**config.mk**
```make
export PLATFORM = sky130hd
export DESIGN_NAME = lfu_cache_replacement_top
export DESIGN_NICKNAME = d
export VERILOG_FILES = /design/src/hw/rtl/lfu_pkg.sv /design/src/hw/rtl/lfu_mem.sv /design/src/hw/rtl/lfu_seq.sv /design/src/hw/rtl/lfu_cache_replacement_top.sv
export VERILOG_INCLUDE_DIRS = /design/src /design/src/hw/rtl
export SDC_FILE = /design/constraint.sdc
export NUM_CORES = 2
export LEC_CHECK = 0
export BUFFER_PORTS_ARGS = -buffer_cell sky130_fd_sc_hd__buf_2
export CORE_MARGIN = 2
export CORE_UTILIZATION = 40
export DETAILED_ROUTE_END_ITERATION = 6
export HOLD_SLACK_MARGIN = 0.03
export MAX_ROUTING_LAYER = met4
export SYNTH_ARGS = -nofsm -noshare
export SYNTH_HDL_FRONTEND = slang
export SYNTH_SLANG_ARGS = --single-unit
export TNS_END_PERCENT = 30
```
**constraint.sdc**
```tcl
create_clock -name clk -period 18.01 [get_ports clk]
set_clock_uncertainty 0.2 [all_clocks]
set_input_delay 3.602 -clock clk [delete_from_list [all_inputs] [get_ports clk]]
set_output_delay 3.602 -clock clk [all_outputs]
set_load 0.01 [all_outputs]
```
**src/hw/rtl/lfu_cache_replacement_top_assert.svh**
```systemverilog
// ----------------------------------------------------------------------------
// LFU cache assertion macros
// Concurrent assertion wrappers, compiled out when ASSERT_OFF is defined.
// ----------------------------------------------------------------------------
`ifndef LFU_CACHE_REPLACEMENT_TOP_ASSERT_SVH
`define LFU_CACHE_REPLACEMENT_TOP_ASSERT_SVH

`ifndef ASSERT_OFF
`define LFU_ASSERT_IMP(lbl, clk, rst_n, ante, cons) \
  lbl: assert property (@(posedge clk) disable iff (!rst_n) (ante) |-> (cons)) \
    else $error("lfu assertion failed");
`define LFU_ASSERT_NXT(lbl, clk, rst_n, ante, cons) \
  lbl: assert property (@(posedge clk) disable iff (!rst_n) (ante) |=> (cons)) \
    else $error("lfu assertion failed");
`else
`define LFU_ASSERT_IMP(lbl, clk, rst_n, ante, cons)
`define LFU_ASSERT_NXT(lbl, clk, rst_n, ante, cons)
`endif

`endif

```
**src/hw/rtl/lfu_pkg.sv**
```systemverilog
// ----------------------------------------------------------------------------
// LFU cache package
// Operation codes, sequencer states and shared types.
// ----------------------------------------------------------------------------
`default_nettype none

package lfu_pkg;

  localparam int OP_BITS  = 2;
  localparam int CAP_BITS = 5;

  localparam logic [OP_BITS-1:0] OP_GET   = 2'd0;
  localparam logic [OP_BITS-1:0] OP_PUT   = 2'd1;
  localparam logic [OP_BITS-1:0] OP_CLEAR = 2'd2;

  typedef enum logic [4:0] {
    ST_IDLE = 5'b00001,
    ST_SCAN = 5'b00010,
    ST_DEC  = 5'b00100,
    ST_UPD  = 5'b01000,
    ST_FIN  = 5'b10000
  } state_t;

  typedef struct packed {
    logic hit;
    logic evicted;
  } lfu_flags_t;

endpackage

`default_nettype wire

```
**src/hw/rtl/lfu_mem.sv**
```systemverilog
// ----------------------------------------------------------------------------
// LFU entry memory
// One write port, one read port, registered read data.
// ----------------------------------------------------------------------------
`default_nettype none

module lfu_mem #(
  parameter int DEPTH = 16,
  parameter int WIDTH = 84,
  parameter int AW    = 4
) (
  input  wire logic             clk,
  input  wire logic             rd_en,
  input  wire logic [AW-1:0]    rd_addr,
  output logic      [WIDTH-1:0] rd_data,
  input  wire logic             wr_en,
  input  wire logic [AW-1:0]    wr_addr,
  input  wire logic [WIDTH-1:0] wr_data
);

  logic [WIDTH-1:0] mem [DEPTH];

  always_ff @(posedge clk) begin
    if (wr_en) begin
      mem[wr_addr] <= wr_data;
    end
  end

  always_ff @(posedge clk) begin
    if (rd_en) begin
      rd_data <= mem[rd_addr];
    end
  end

endmodule

`default_nettype wire

```
**src/hw/rtl/lfu_seq.sv**
```systemverilog
// ----------------------------------------------------------------------------
// LFU cache sequencer
// Scans the entry memory for match and victim, then rewrites ranks and counts.
// ----------------------------------------------------------------------------
`default_nettype none

`include "lfu_cache_replacement_top_assert.svh"

module lfu_seq #(
  parameter int MAX_ENTRIES = 16,
  parameter int KEY_BITS    = 32,
  parameter int VALUE_BITS  = 32,
  parameter int COUNT_BITS  = 16,
  parameter int IDX_W       = 4,
  parameter int ENT_W       = 84
) (
  input  wire logic                          clk,
  input  wire logic                          rst_n,
  input  wire logic                          start,
  input  wire logic [lfu_pkg::OP_BITS-1:0]   op,
  input  wire logic [KEY_BITS-1:0]           key,
  input  wire logic [VALUE_BITS-1:0]         value,
  input  wire logic [lfu_pkg::CAP_BITS-1:0]  cap,
  output logic                               idle,
  output logic                               done_valid,
  input  wire logic                          done_ready,
  output lfu_pkg::lfu_flags_t                flags,
  output logic      [VALUE_BITS-1:0]         read_value,
  output logic      [KEY_BITS-1:0]           evicted_key,
  output logic                               mem_rd_en,
  output logic      [IDX_W-1:0]              mem_rd_addr,
  input  wire logic [ENT_W-1:0]              mem_rd_data,
  output logic                               mem_wr_en,
  output logic      [IDX_W-1:0]              mem_wr_addr,
  output logic      [ENT_W-1:0]              mem_wr_data
);

  import lfu_pkg::*;

  localparam int CNT_W = $clog2(MAX_ENTRIES + 1);
  localparam int CMP_W = (CAP_BITS > CNT_W) ? CAP_BITS : CNT_W;
  localparam int R_LO  = 0;
  localparam int C_LO  = IDX_W;
  localparam int V_LO  = IDX_W + COUNT_BITS;
  localparam int K_LO  = IDX_W + COUNT_BITS + VALUE_BITS;
  localparam logic [IDX_W-1:0] LAST_IDX = IDX_W'(MAX_ENTRIES - 1);

  state_t                  state_r, state_nxt;
  logic [OP_BITS-1:0]      op_r, op_nxt;
  logic [KEY_BITS-1:0]     key_r, key_nxt;
  logic [VALUE_BITS-1:0]   val_r, val_nxt;
  logic [IDX_W-1:0]        idx_r, idx_nxt;
  logic                    issue_r, issue_nxt;
  logic                    pend_r, pend_nxt;
  logic [IDX_W-1:0]        didx_r, didx_nxt;
  logic [MAX_ENTRIES-1:0]  vld_r, vld_nxt;
  logic [CNT_W-1:0]        cnt_r, cnt_nxt;
  logic                    hit_r, hit_nxt;
  logic [IDX_W-1:0]        hidx_r, hidx_nxt;
  logic [IDX_W-1:0]        hrank_r, hrank_nxt;
  logic [VALUE_BITS-1:0]   hval_r, hval_nxt;
  logic                    vf_r, vf_nxt;
  logic [IDX_W-1:0]        vidx_r, vidx_nxt;
  logic [COUNT_BITS-1:0]   vcnt_r, vcnt_nxt;
  logic [IDX_W-1:0]        vrank_r, vrank_nxt;
  logic [KEY_BITS-1:0]     vkey_r, vkey_nxt;
  logic                    ff_r, ff_nxt;
  logic [IDX_W-1:0]        fidx_r, fidx_nxt;
  logic                    touch_r, touch_nxt;
  logic                    ins_r, ins_nxt;
  logic                    ev_r, ev_nxt;
  logic                    all_r, all_nxt;
  logic [IDX_W-1:0]        thr_r, thr_nxt;
  logic [IDX_W-1:0]        slot_r, slot_nxt;
  logic                    ohit_r, ohit_nxt;

  logic [KEY_BITS-1:0]     e_key;
  logic [VALUE_BITS-1:0]   e_val;
  logic [COUNT_BITS-1:0]   e_cnt;
  logic [IDX_W-1:0]        e_rank;
  logic                    d_vld;
  logic [CMP_W-1:0]        cap_x, cap_eff, cnt_x;
  logic [IDX_W-1:0]        new_rank;
  logic [COUNT_BITS-1:0]   new_cnt;
  logic [VALUE_BITS-1:0]   new_val;

  assign e_key  = mem_rd_data[K_LO +: KEY_BITS];
  assign e_val  = mem_rd_data[V_LO +: VALUE_BITS];
  assign e_cnt  = mem_rd_data[C_LO +: COUNT_BITS];
  assign e_rank = mem_rd_data[R_LO +: IDX_W];
  assign d_vld  = vld_r[didx_r];

  assign cap_x   = CMP_W'(cap);
  assign cap_eff = (cap_x > CMP_W'(MAX_ENTRIES)) ? CMP_W'(MAX_ENTRIES) : cap_x;
  assign cnt_x   = CMP_W'(cnt_r);

  assign idle        = (state_r == ST_IDLE);
  assign done_valid  = (state_r == ST_FIN);
  assign flags.hit     = ohit_r;
  assign flags.evicted = ev_r;
  assign read_value  = (ohit_r && op_r == OP_GET) ? hval_r : '0;
  assign evicted_key = ev_r ? vkey_r : '0;

  assign mem_rd_en   = issue_r;
  assign mem_rd_addr = idx_r;
  assign mem_wr_addr = didx_r;

  always_comb begin
    new_rank = (all_r || e_rank < thr_r) ? e_rank + 1'b1 : e_rank;
    new_cnt  = e_cnt;
    new_val  = e_val;
    if (touch_r && didx_r == hidx_r) begin
      new_rank = '0;
      new_cnt  = (e_cnt == '1) ? e_cnt : e_cnt + 1'b1;
      new_val  = (op_r == OP_PUT) ? val_r : e_val;
    end
    mem_wr_en   = 1'b0;
    mem_wr_data = {e_key, new_val, new_cnt, new_rank};
    if (state_r == ST_UPD && pend_r) begin
      if (ins_r && didx_r == slot_r) begin
        mem_wr_en   = 1'b1;
        mem_wr_data = {key_r, val_r, COUNT_BITS'(1), IDX_W'(0)};
      end else if (d_vld) begin
        mem_wr_en = 1'b1;
      end
    end
  end

  always_comb begin
    state_nxt = state_r;
    op_nxt    = op_r;
    key_nxt   = key_r;
    val_nxt   = val_r;
    idx_nxt   = idx_r;
    issue_nxt = 1'b0;
    pend_nxt  = issue_r;
    didx_nxt  = idx_r;
    vld_nxt   = vld_r;
    cnt_nxt   = cnt_r;
    hit_nxt   = hit_r;
    hidx_nxt  = hidx_r;
    hrank_nxt = hrank_r;
    hval_nxt  = hval_r;
    vf_nxt    = vf_r;
    vidx_nxt  = vidx_r;
    vcnt_nxt  = vcnt_r;
    vrank_nxt = vrank_r;
    vkey_nxt  = vkey_r;
    ff_nxt    = ff_r;
    fidx_nxt  = fidx_r;
    touch_nxt = touch_r;
    ins_nxt   = ins_r;
    ev_nxt    = ev_r;
    all_nxt   = all_r;
    thr_nxt   = thr_r;
    slot_nxt  = slot_r;
    ohit_nxt  = ohit_r;
    case (state_r)
      ST_IDLE: begin
        if (start) begin
          op_nxt    = op;
          key_nxt   = key;
          val_nxt   = value;
          hit_nxt   = 1'b0;
          vf_nxt    = 1'b0;
          ff_nxt    = 1'b0;
          touch_nxt = 1'b0;
          ins_nxt   = 1'b0;
          ev_nxt    = 1'b0;
          ohit_nxt  = 1'b0;
          idx_nxt   = '0;
          if (op == OP_GET || op == OP_PUT) begin
            issue_nxt = 1'b1;
            state_nxt = ST_SCAN;
          end else begin
            if (op == OP_CLEAR) begin
              vld_nxt = '0;
              cnt_nxt = '0;
            end
            state_nxt = ST_FIN;
          end
        end
      end
      ST_SCAN: begin
        if (issue_r) begin
          issue_nxt = (idx_r != LAST_IDX);
          idx_nxt   = idx_r + 1'b1;
        end
        if (pend_r) begin
          if (d_vld && e_key == key_r && !hit_r) begin
            hit_nxt   = 1'b1;
            hidx_nxt  = didx_r;
            hrank_nxt = e_rank;
            hval_nxt  = e_val;
          end
          if (d_vld && (!vf_r || e_cnt < vcnt_r || (e_cnt == vcnt_r && e_rank > vrank_r)))
          begin
            vf_nxt    = 1'b1;
            vidx_nxt  = didx_r;
            vcnt_nxt  = e_cnt;
            vrank_nxt = e_rank;
            vkey_nxt  = e_key;
          end
          if (!d_vld && !ff_r) begin
            ff_nxt   = 1'b1;
            fidx_nxt = didx_r;
          end
          if (didx_r == LAST_IDX) begin
            state_nxt = ST_DEC;
          end
        end
      end
      ST_DEC: begin
        ohit_nxt  = hit_r;
        state_nxt = ST_FIN;
        all_nxt   = 1'b0;
        thr_nxt   = hrank_r;
        if (hit_r && (op_r == OP_GET || cap_eff != '0)) begin
          touch_nxt = 1'b1;
          state_nxt = ST_UPD;
        end else if (op_r == OP_PUT && cap_eff != '0) begin
          ins_nxt   = 1'b1;
          state_nxt = ST_UPD;
          if (cnt_x >= cap_eff) begin
            ev_nxt          = 1'b1;
            thr_nxt         = vrank_r;
            vld_nxt[vidx_r] = 1'b0;
            slot_nxt        = (ff_r && fidx_r < vidx_r) ? fidx_r : vidx_r;
          end else begin
            all_nxt  = 1'b1;
            slot_nxt = fidx_r;
            cnt_nxt  = cnt_r + 1'b1;
          end
        end
        if (state_nxt == ST_UPD) begin
          idx_nxt   = '0;
          issue_nxt = 1'b1;
        end
      end
      ST_UPD: begin
        if (issue_r) begin
          issue_nxt = (idx_r != LAST_IDX);
          idx_nxt   = idx_r + 1'b1;
        end
        if (pend_r && didx_r == LAST_IDX) begin
          if (ins_r) begin
            vld_nxt[slot_r] = 1'b1;
          end
          state_nxt = ST_FIN;
        end
      end
      ST_FIN: begin
        if (done_ready) begin
          state_nxt = ST_IDLE;
        end
      end
      default: begin
        state_nxt = ST_IDLE;
      end
    endcase
  end

  always_ff @(posedge clk) begin
    if (!rst_n) begin
      state_r <= ST_IDLE;
      issue_r <= 1'b0;
      pend_r  <= 1'b0;
      vld_r   <= '0;
      cnt_r   <= '0;
    end else begin
      state_r <= state_nxt;
      issue_r <= issue_nxt;
      pend_r  <= pend_nxt;
      vld_r   <= vld_nxt;
      cnt_r   <= cnt_nxt;
    end
  end

  always_ff @(posedge clk) begin
    op_r    <= op_nxt;
    key_r   <= key_nxt;
    val_r   <= val_nxt;
    idx_r   <= idx_nxt;
    didx_r  <= didx_nxt;
    hit_r   <= hit_nxt;
    hidx_r  <= hidx_nxt;
    hrank_r <= hrank_nxt;
    hval_r  <= hval_nxt;
    vf_r    <= vf_nxt;
    vidx_r  <= vidx_nxt;
    vcnt_r  <= vcnt_nxt;
    vrank_r <= vrank_nxt;
    vkey_r  <= vkey_nxt;
    ff_r    <= ff_nxt;
    fidx_r  <= fidx_nxt;
    touch_r <= touch_nxt;
    ins_r   <= ins_nxt;
    ev_r    <= ev_nxt;
    all_r   <= all_nxt;
    thr_r   <= thr_nxt;
    slot_r  <= slot_nxt;
    ohit_r  <= ohit_nxt;
  end

  `LFU_ASSERT_IMP(a_no_rw_clash, clk, rst_n, mem_wr_en && mem_rd_en, mem_wr_addr != mem_rd_addr)
  `LFU_ASSERT_IMP(a_cnt_match, clk, rst_n, state_r == ST_IDLE, $countones(vld_r) == 32'(cnt_r))
  `LFU_ASSERT_IMP(a_evict_put, clk, rst_n, done_valid && flags.evicted, op_r == OP_PUT)

endmodule

`default_nettype wire

```
**src/hw/rtl/lfu_cache_replacement_top.sv**
```systemverilog
// ----------------------------------------------------------------------------
// LFU cache with LRU tie-break, top level
// Fully associative key/value cache with stream ports and a capacity register.
// ----------------------------------------------------------------------------
// One operation at a time. A get or put reads every entry of the entry memory
// once to find the key and the victim, decides in a separate state, and for a
// hit or insert reads and rewrites every entry once more. No new transaction
// is taken until the last one is through, as the entry memory has a single
// read port. A get miss, or a put while capacity is zero, ends after the
// first pass; clear and the unused code go straight to the result. The
// result sits in an output register, so the next transaction is accepted
// while it waits.
`default_nettype none

module lfu_cache_replacement_top #(
  parameter int MAX_ENTRIES = 16,
  parameter int KEY_BITS    = 32,
  parameter int VALUE_BITS  = 32,
  parameter int COUNT_BITS  = 16
) (
  input  wire logic                                  clk,
  input  wire logic                                  rst_n,
  input  wire logic                                  in_tvalid,
  output logic                                       in_tready,
  // operation, key, value
  input  wire logic [((2+KEY_BITS+VALUE_BITS+7)/8)*8-1:0] in_tdata,
  output logic                                       out_tvalid,
  input  wire logic                                  out_tready,
  // hit, read_value, evicted, evicted_key
  output logic      [((2+KEY_BITS+VALUE_BITS+7)/8)*8-1:0] out_tdata,
  input  wire logic                                  cfg_valid,
  output logic                                       cfg_ready,
  input  wire logic [lfu_pkg::CAP_BITS-1:0]          cfg_data
);

  import lfu_pkg::*;

  localparam int DATA_W = ((2 + KEY_BITS + VALUE_BITS + 7) / 8) * 8;
  localparam int PAD_W  = DATA_W - (2 + KEY_BITS + VALUE_BITS);
  localparam int IDX_W  = (MAX_ENTRIES > 1) ? $clog2(MAX_ENTRIES) : 1;
  localparam int ENT_W  = KEY_BITS + VALUE_BITS + COUNT_BITS + IDX_W;

  logic [CAP_BITS-1:0]   cap_r;
  logic                  out_tvalid_r, out_tvalid_nxt;
  logic [DATA_W-1:0]     out_tdata_r;
  logic                  seq_idle, done_valid, done_ready, start;
  lfu_flags_t            flags;
  logic [VALUE_BITS-1:0] read_value;
  logic [KEY_BITS-1:0]   evicted_key;
  logic                  rd_en, wr_en;
  logic [IDX_W-1:0]      rd_addr, wr_addr;
  logic [ENT_W-1:0]      rd_data, wr_data;

  assign cfg_ready  = 1'b1;
  assign in_tready  = seq_idle;
  assign start      = in_tvalid && in_tready;
  assign done_ready = !out_tvalid_r || out_tready;
  assign out_tvalid = out_tvalid_r;
  assign out_tdata  = out_tdata_r;

  always_ff @(posedge clk) begin
    if (!rst_n) begin
      cap_r <= CAP_BITS'(16);
    end else if (cfg_valid && cfg_ready) begin
      cap_r <= cfg_data;
    end
  end

  always_comb begin
    out_tvalid_nxt = out_tvalid_r;
    if (out_tvalid_r && out_tready) begin
      out_tvalid_nxt = 1'b0;
    end
    if (done_valid && done_ready) begin
      out_tvalid_nxt = 1'b1;
    end
  end

  always_ff @(posedge clk) begin
    if (!rst_n) begin
      out_tvalid_r <= 1'b0;
    end else begin
      out_tvalid_r <= out_tvalid_nxt;
    end
  end

  generate
    if (PAD_W > 0) begin : g_pad
      always_ff @(posedge clk) begin
        if (done_valid && done_ready) begin
          out_tdata_r <= {PAD_W'(0), evicted_key, flags.evicted, read_value, flags.hit};
        end
      end
    end else begin : g_nopad
      always_ff @(posedge clk) begin
        if (done_valid && done_ready) begin
          out_tdata_r <= {evicted_key, flags.evicted, read_value, flags.hit};
        end
      end
    end
  endgenerate

  lfu_mem #(
    .DEPTH (MAX_ENTRIES),
    .WIDTH (ENT_W),
    .AW    (IDX_W)
  ) u_mem (
    .clk     (clk),
    .rd_en   (rd_en),
    .rd_addr (rd_addr),
    .rd_data (rd_data),
    .wr_en   (wr_en),
    .wr_addr (wr_addr),
    .wr_data (wr_data)
  );

  lfu_seq #(
    .MAX_ENTRIES (MAX_ENTRIES),
    .KEY_BITS    (KEY_BITS),
    .VALUE_BITS  (VALUE_BITS),
    .COUNT_BITS  (COUNT_BITS),
    .IDX_W       (IDX_W),
    .ENT_W       (ENT_W)
  ) u_seq (
    .clk         (clk),
    .rst_n       (rst_n),
    .start       (start),
    .op          (in_tdata[OP_BITS-1:0]),
    .key         (in_tdata[OP_BITS +: KEY_BITS]),
    .value       (in_tdata[OP_BITS+KEY_BITS +: VALUE_BITS]),
    .cap         (cap_r),
    .idle        (seq_idle),
    .done_valid  (done_valid),
    .done_ready  (done_ready),
    .flags       (flags),
    .read_value  (read_value),
    .evicted_key (evicted_key),
    .mem_rd_en   (rd_en),
    .mem_rd_addr (rd_addr),
    .mem_rd_data (rd_data),
    .mem_wr_en   (wr_en),
    .mem_wr_addr (wr_addr),
    .mem_wr_data (wr_data)
  );

endmodule

`default_nettype wire
```
=== Word-level counts from Yosys, hierarchy flattened ===
Memories as Yosys holds them, arrays and structs flattened. A register that Yosys moved wholly into a read port is not among the register bits.
Index checks and enable logic that the tools add are counted.

* Add/sub/neg operators: 4
* $lt $le $gt $ge: 11
* Equality and inequality tests: 34
* Mux-type cells: 83
* Bitwise gates (word level): 5
* Reductions and logical operators: 55

{| class="wikitable"
|+ Operators by type and width
! operator !! count
|-
| $mux 84 || 2
|-
| $mux 16 || 10
|-
| $mux 5 || 16
|-
| $mux 32 || 2
|-
| $pmux 16 s3 || 1
|-
| $mux 4 || 10
|-
| $eq 32x32->1 || 1
|-
| $mux 1 || 28
|-
| $ne 2x1->1 const B || 14
|-
| $pmux 5 s5 || 1
|-
| $reduce_and 4->1 || 5
|-
| $logic_and 1x1->1 || 18
|-
| $add 16x1->16 const B || 1
|-
| $and 16x16->16 || 1
|-
| $eq 16x16->1 || 1
|-
| $eq 16x16->1 const B || 1
|-
| $lt 16x16->1 || 1
|-
| $not 16->16 || 1
|-
| $or 16x16->16 || 1
|-
| $lt 4x5->1 const B || 3
|-
| $reduce_and 3->1 || 5
|-
| $pmux 1 s2 || 7
|-
| $pmux 4 s3 || 1
|-
| $eq 5x4->1 const B || 2
|-
| other kinds (33) || 59
|}

* Flip-flop bits (word level): 290
* RAM bits: 1344
* Input port bits: 82
* Output and inout bits: 75
* Word-level logic and storage cells: 226
* Memories: 1

{| class="wikitable"
|+ Memories
! memory !! words !! bits a word !! read ports !! clocked after Yosys merged registers in !! write ports !! RTL line !! RTL
|-
| u_mem.mem || 16 || 84 || 1 || 1 || 1 || lfu_mem.sv:21 || <nowiki>logic [WIDTH-1:0] mem [DEPTH];</nowiki>
|}

=== Longest topological paths before layout ===
* Depth after elaboration: 10
* Gate-level depth with buffers: 10
* Depth with buffers taken out: 9

=== By module ===
Synthesis repeated with hierarchy kept, for this count alone.

* Cells, all modules: 3083
* Area total of the unflattened synthesis: 65948.2 µm²

{| class="wikitable"
|+ By module, submodules not included
! module !! instances !! cells an instance !! area each (µm²) !! sequential area each (µm²)
|-
| lfu_mem || 1 || 2154 || 52893.2 || 42881.1
|-
| lfu_seq || 1 || 832 || 10765.3 || 6226.0
|-
| lfu_cache_replacement_top || 1 || 97 || 2289.7 || 2102.0
|}

=== Worst setup path after synthesis ===
OpenSTA, ideal clock, no wires.

* Path kind: flip-flop to flip-flop
* From: register u_seq.slot_r[1]
* To: memory u_mem.mem[12][0] (enable)
* Setup time: 0.733 ns
* Arrival: 9.317 ns
* Required time: 17.077 ns
* Path slack: 7.761 ns
* Stages on the path, launching flop included: 8
* Buffers on the path: 2
* Clock period less this slack: 10.249 ns
* Cells stage by stage: edfxtp_1 > buf_2 > xor2_1 > nor4_2 > and4_1 > buf_2 > a31oi_4 > nor4_1

* Word-level cells in the longest chain between the ends: 6

{| class="wikitable"
|+ Ends and longest elaborated chain
! what !! RTL line !! RTL
|-
| from (decl) || lfu_seq.sv:74 || <nowiki>logic [IDX_W-1:0] slot_r, slot_nxt;</nowiki>
|-
| from (signal assigned) || lfu_seq.sv:301 || <nowiki>slot_r <= slot_nxt;</nowiki>
|-
| $eq 4x4->1 || lfu_seq.sv:120 || <nowiki>if (ins_r && didx_r == slot_r) begin</nowiki>
|-
| $logic_and 1x1->1 || lfu_seq.sv:120 ||
|-
| $mux 1 || lfu_seq.sv:120 ||
|-
| $mux 1 || lfu_seq.sv:119 || <nowiki>if (state_r == ST_UPD && pend_r) begin</nowiki>
|-
| $mux 1 || lfu_mem.sv:24 || <nowiki>if (wr_en) begin</nowiki>
|-
| $mux 1 (not written as such) || lfu_mem.sv:25 || <nowiki>mem[wr_addr] <= wr_data;</nowiki>
|-
| to (decl) || lfu_mem.sv:21 ||
|}

No other way between the ends.

=== Worst setup path after layout ===
* From: register u_seq.state_r[3]
* To: output in_tready

* Word-level cells in the longest chain between the ends: 1

{| class="wikitable"
|+ Ends and longest elaborated chain
! what !! RTL line !! RTL
|-
| from (decl) || lfu_seq.sv:48 || <nowiki>state_t state_r, state_nxt;</nowiki>
|-
| from (signal assigned) || lfu_seq.sv:271 || <nowiki>state_r <= state_nxt;</nowiki>
|-
| $eq 5x1->1 || lfu_seq.sv:97 || <nowiki>assign idle = (state_r == ST_IDLE);</nowiki>
|-
| to (decl) || lfu_cache_replacement_top.sv:24 || <nowiki>output logic in_tready,</nowiki>
|}

No other way between the ends.

==> results.md <==
* DP Wirelength at roughly 77000 um
* Most frequent cell after synthesis: edfxtp_1
* Post-Route WL at 159000 um
* Warnings, synthesis at 0
* Final setup fails at 0
* Outcome: complete, no violations
* Fillers at 13900
* Synth-to-Final Area Change at 13.5%
* FMAX at 162 MHz
* Crit path time final at ~6200 ps
* Post-synth EDFFs at between 1500 and 2000
* Initial Util at 40.4%
* CTS tree: yes
* Setup bufs post-CTS at 0
* Fin cells at just over 6000
* Via count at 34000
* Cell total after placement at 5828
* CP required at between 10000 and 15000 ps
* Clock Sinks at 1718
* Root Buffer: clkbuf_16
* Routed Antenna Nets at 0
* Setup_tns at 0 ps
* Yosys cell types at 69
* Maximum vdd drop at 0.107 mV
* Total congestion overflow at 0
* Wire per inst at approximately 26 um
* Vias in the first global route at around 34000
* Initial antenna violation count at 7
* Clock Tree Buf Depth at 3
* First-pass iteration count of the detailed router at 5
* IO Count at 157
* Pleak at 24.7 nW
* Worst Path Max Fanout at 20
* Hold Slack at 237 ps
* Cell taking the most area after synthesis: edfxtp_1
* Seq. cell area at 51200 um2
* Largest net degree at the start of global routing at 143
* Total die area at ~170000 um2
* RSZ-0062 raised after global routing: no
* Drt via density at 5.53
* Top_reg_cell synth: edfxtp_1
* Slew Viols, Final at 0
* Tot GR Track Use at 19.2%
* R2R Setup Slk at 12360 ps
* Worst-Skew Late Latency at 820 ps
* Nets at approximately 3900
* Footprint of the multi-input gates at 14700 um2
* Post-cts sizing count at 0
* Avg Cell Area, Syn at 18.5 um2
* # hold bufs at CTS at 0
* Register area share after synthesis at between 70% and 80%
* Max Cap Viol at 0
* HP Class: flop to flop
* Clock transition at path regs at 60 ps
* Final hold vios at 0
* Synth cell count leaders: edfxtp_1, mux2i_1, nand2_1, o21ai_0, mux4_2
* Number of remaining DRC errors at 0
* Die Y at 412 um
* Worst Setup End Kind: output pin
* Final Cycle Share at 34.2%
* H-tree depth at 4
* Register bit total from synthesis at approximately 1700
* Syn Inst Count at about 3600
* Total CTS buffers at 177
* Cell area power density at 132 nW/um2
* First-pass GRT wire length at 230000 um
* Critical path class: flop to output pin
* Core Util, Final at between 40% and 50%
* IO buf count at approximately 140
* GP Congestion at 0.788
* Critical Path Source Type: flop
* Total power at 10.0 mW
* Mapped cell area at 66700 um2
* Layout cells sized above 1 at 19.4%
* Tightest Pin Transition at 1320 ps
* Top-area cell type share of the netlist area at 75.6%
* Initial drt markers at 3474
* Async SR Flop Fraction at 0%
* Slew margin rel. at 11.7%
* Largest cells by area after synthesis: edfxtp_1, mux4_2, mux2i_1
* Critical Path AT at 2360 ps
* Die W at 412 um
* Floorplan Core Area at 165000 um2
* Standard-cell rows at 149
==> routing by layer <==
layer / GRT usage, % / vias up / routed length, um
met1: 26.4 / 17700 / 69100
met4: 6.05 / 0 / 4360
met5: - / - / 0
met2: 29.1 / 1154 / 75000
met3: 3.35 / 255 / 10500
li1: - / 14900 / -
==> placed cells by master (no fill, tap or decap), types with 16 or more instances in the layout <==
cell       count
edfxtp_1    1680
a22oi_1       84
ha_1          35
o21ai_0      195
nand2_1      217
clkinv_1      37
clkbuf_16    180
clkbuf_1      37
nor3_1        16
a221oi_1      84
mux2i_1      260
and3_1        37
mux2_2        92
nor4_1        16
dfxtp_1       37
clkinv_2      34
buf_2        143
nor2_1        57
nand3_1       17
buf_4         65
xor2_1        39
a21oi_1      119
and2_1        36
xnor2_1       19
inv_1         34
mux2_1        32
mux4_2       172
==> registers in the layout (all words and copies together), names as in the netlist, 5 cells and up <==
| signal | count |
|---|---|
| u_seq.cnt_r | 5 |
| cap_r | 5 |
| u_seq.state_r | 5 |
| u_seq.hval_r | 32 |
| u_mem.rd_data | 84 |
| u_seq.vcnt_r | 16 |
| out_tdata | 66 |
| u_seq.vkey_r | 32 |
| u_seq.val_r | 32 |
| u_seq.key_r | 32 |
| u_seq.vld_r | 16 |
| u_mem.mem | 1344 |
==> where the power goes <==
part	switching (mW)	leakage (nW)	internal (mW)
clock network	1.53	2.76	2.03
logic	1.09	6.52	0.667
registers	0.0780	15.5	4.62
==> stage by stage <==
stage,setup slack [ps],instance area [um2]
6_report,11850,75800
3_3_place_gp,11830,70100
4_1_cts,11820,75800
3_5_place_dp,11770,70100
5_1_grt,11670,75800
2_1_floorplan,7760,66800
==> cell type report <==
| class | count | share of cell area (%) |
|---|---|---|
| Inverter | 35 | 0.177 |
| Clock inverter | 104 | 1.33 |
| Timing Repair Buffer | 212 | 1.69 |
| Tap cell | 2189 | 3.61 |
| Antenna cell | 1 | 0.00330 |
| Clock buffer | 218 | 6.15 |
| Multi-Input combinational cell | 1674 | 19.5 |
| Sequential cell | 1718 | 67.6 |
==> logic make-up after synthesis <==
family	count (synthesis)	synth area share (%)
xor gates and xnor gates	58	0.761
DFF	1718	76.7
muxes	557	11.8
AOI/OAI and AO/OA	534	5.02
and+or+nand+nor	483	3.54
other	2	0.0113
buffers and inverters	226	1.45
adders and majority gates	35	0.656
==> critical path: stages, from the launching register on <==
cell and delay, ps:
dfxtp_1 400, nor2_1 170, nand3_1 180, inv_1 520
buf_2 270
==> final timing paths <==
| check | from | endpoint | depth (start not counted) |
|---|---|---|---|
| worst max register to register | u_seq.mem_wr_addr[3] | u_mem.mem[2][35] | 9 |
| worst min register to register | u_mem.rd_data[42] | u_seq.hval_r[22] | 0 |
| worst min-delay path | u_mem.rd_data[42] | u_seq.hval_r[22] | 0 |
| worst max-delay path | u_seq.state_r[3] | in_tready | 4 |
(Power assumes the default switching activity.)
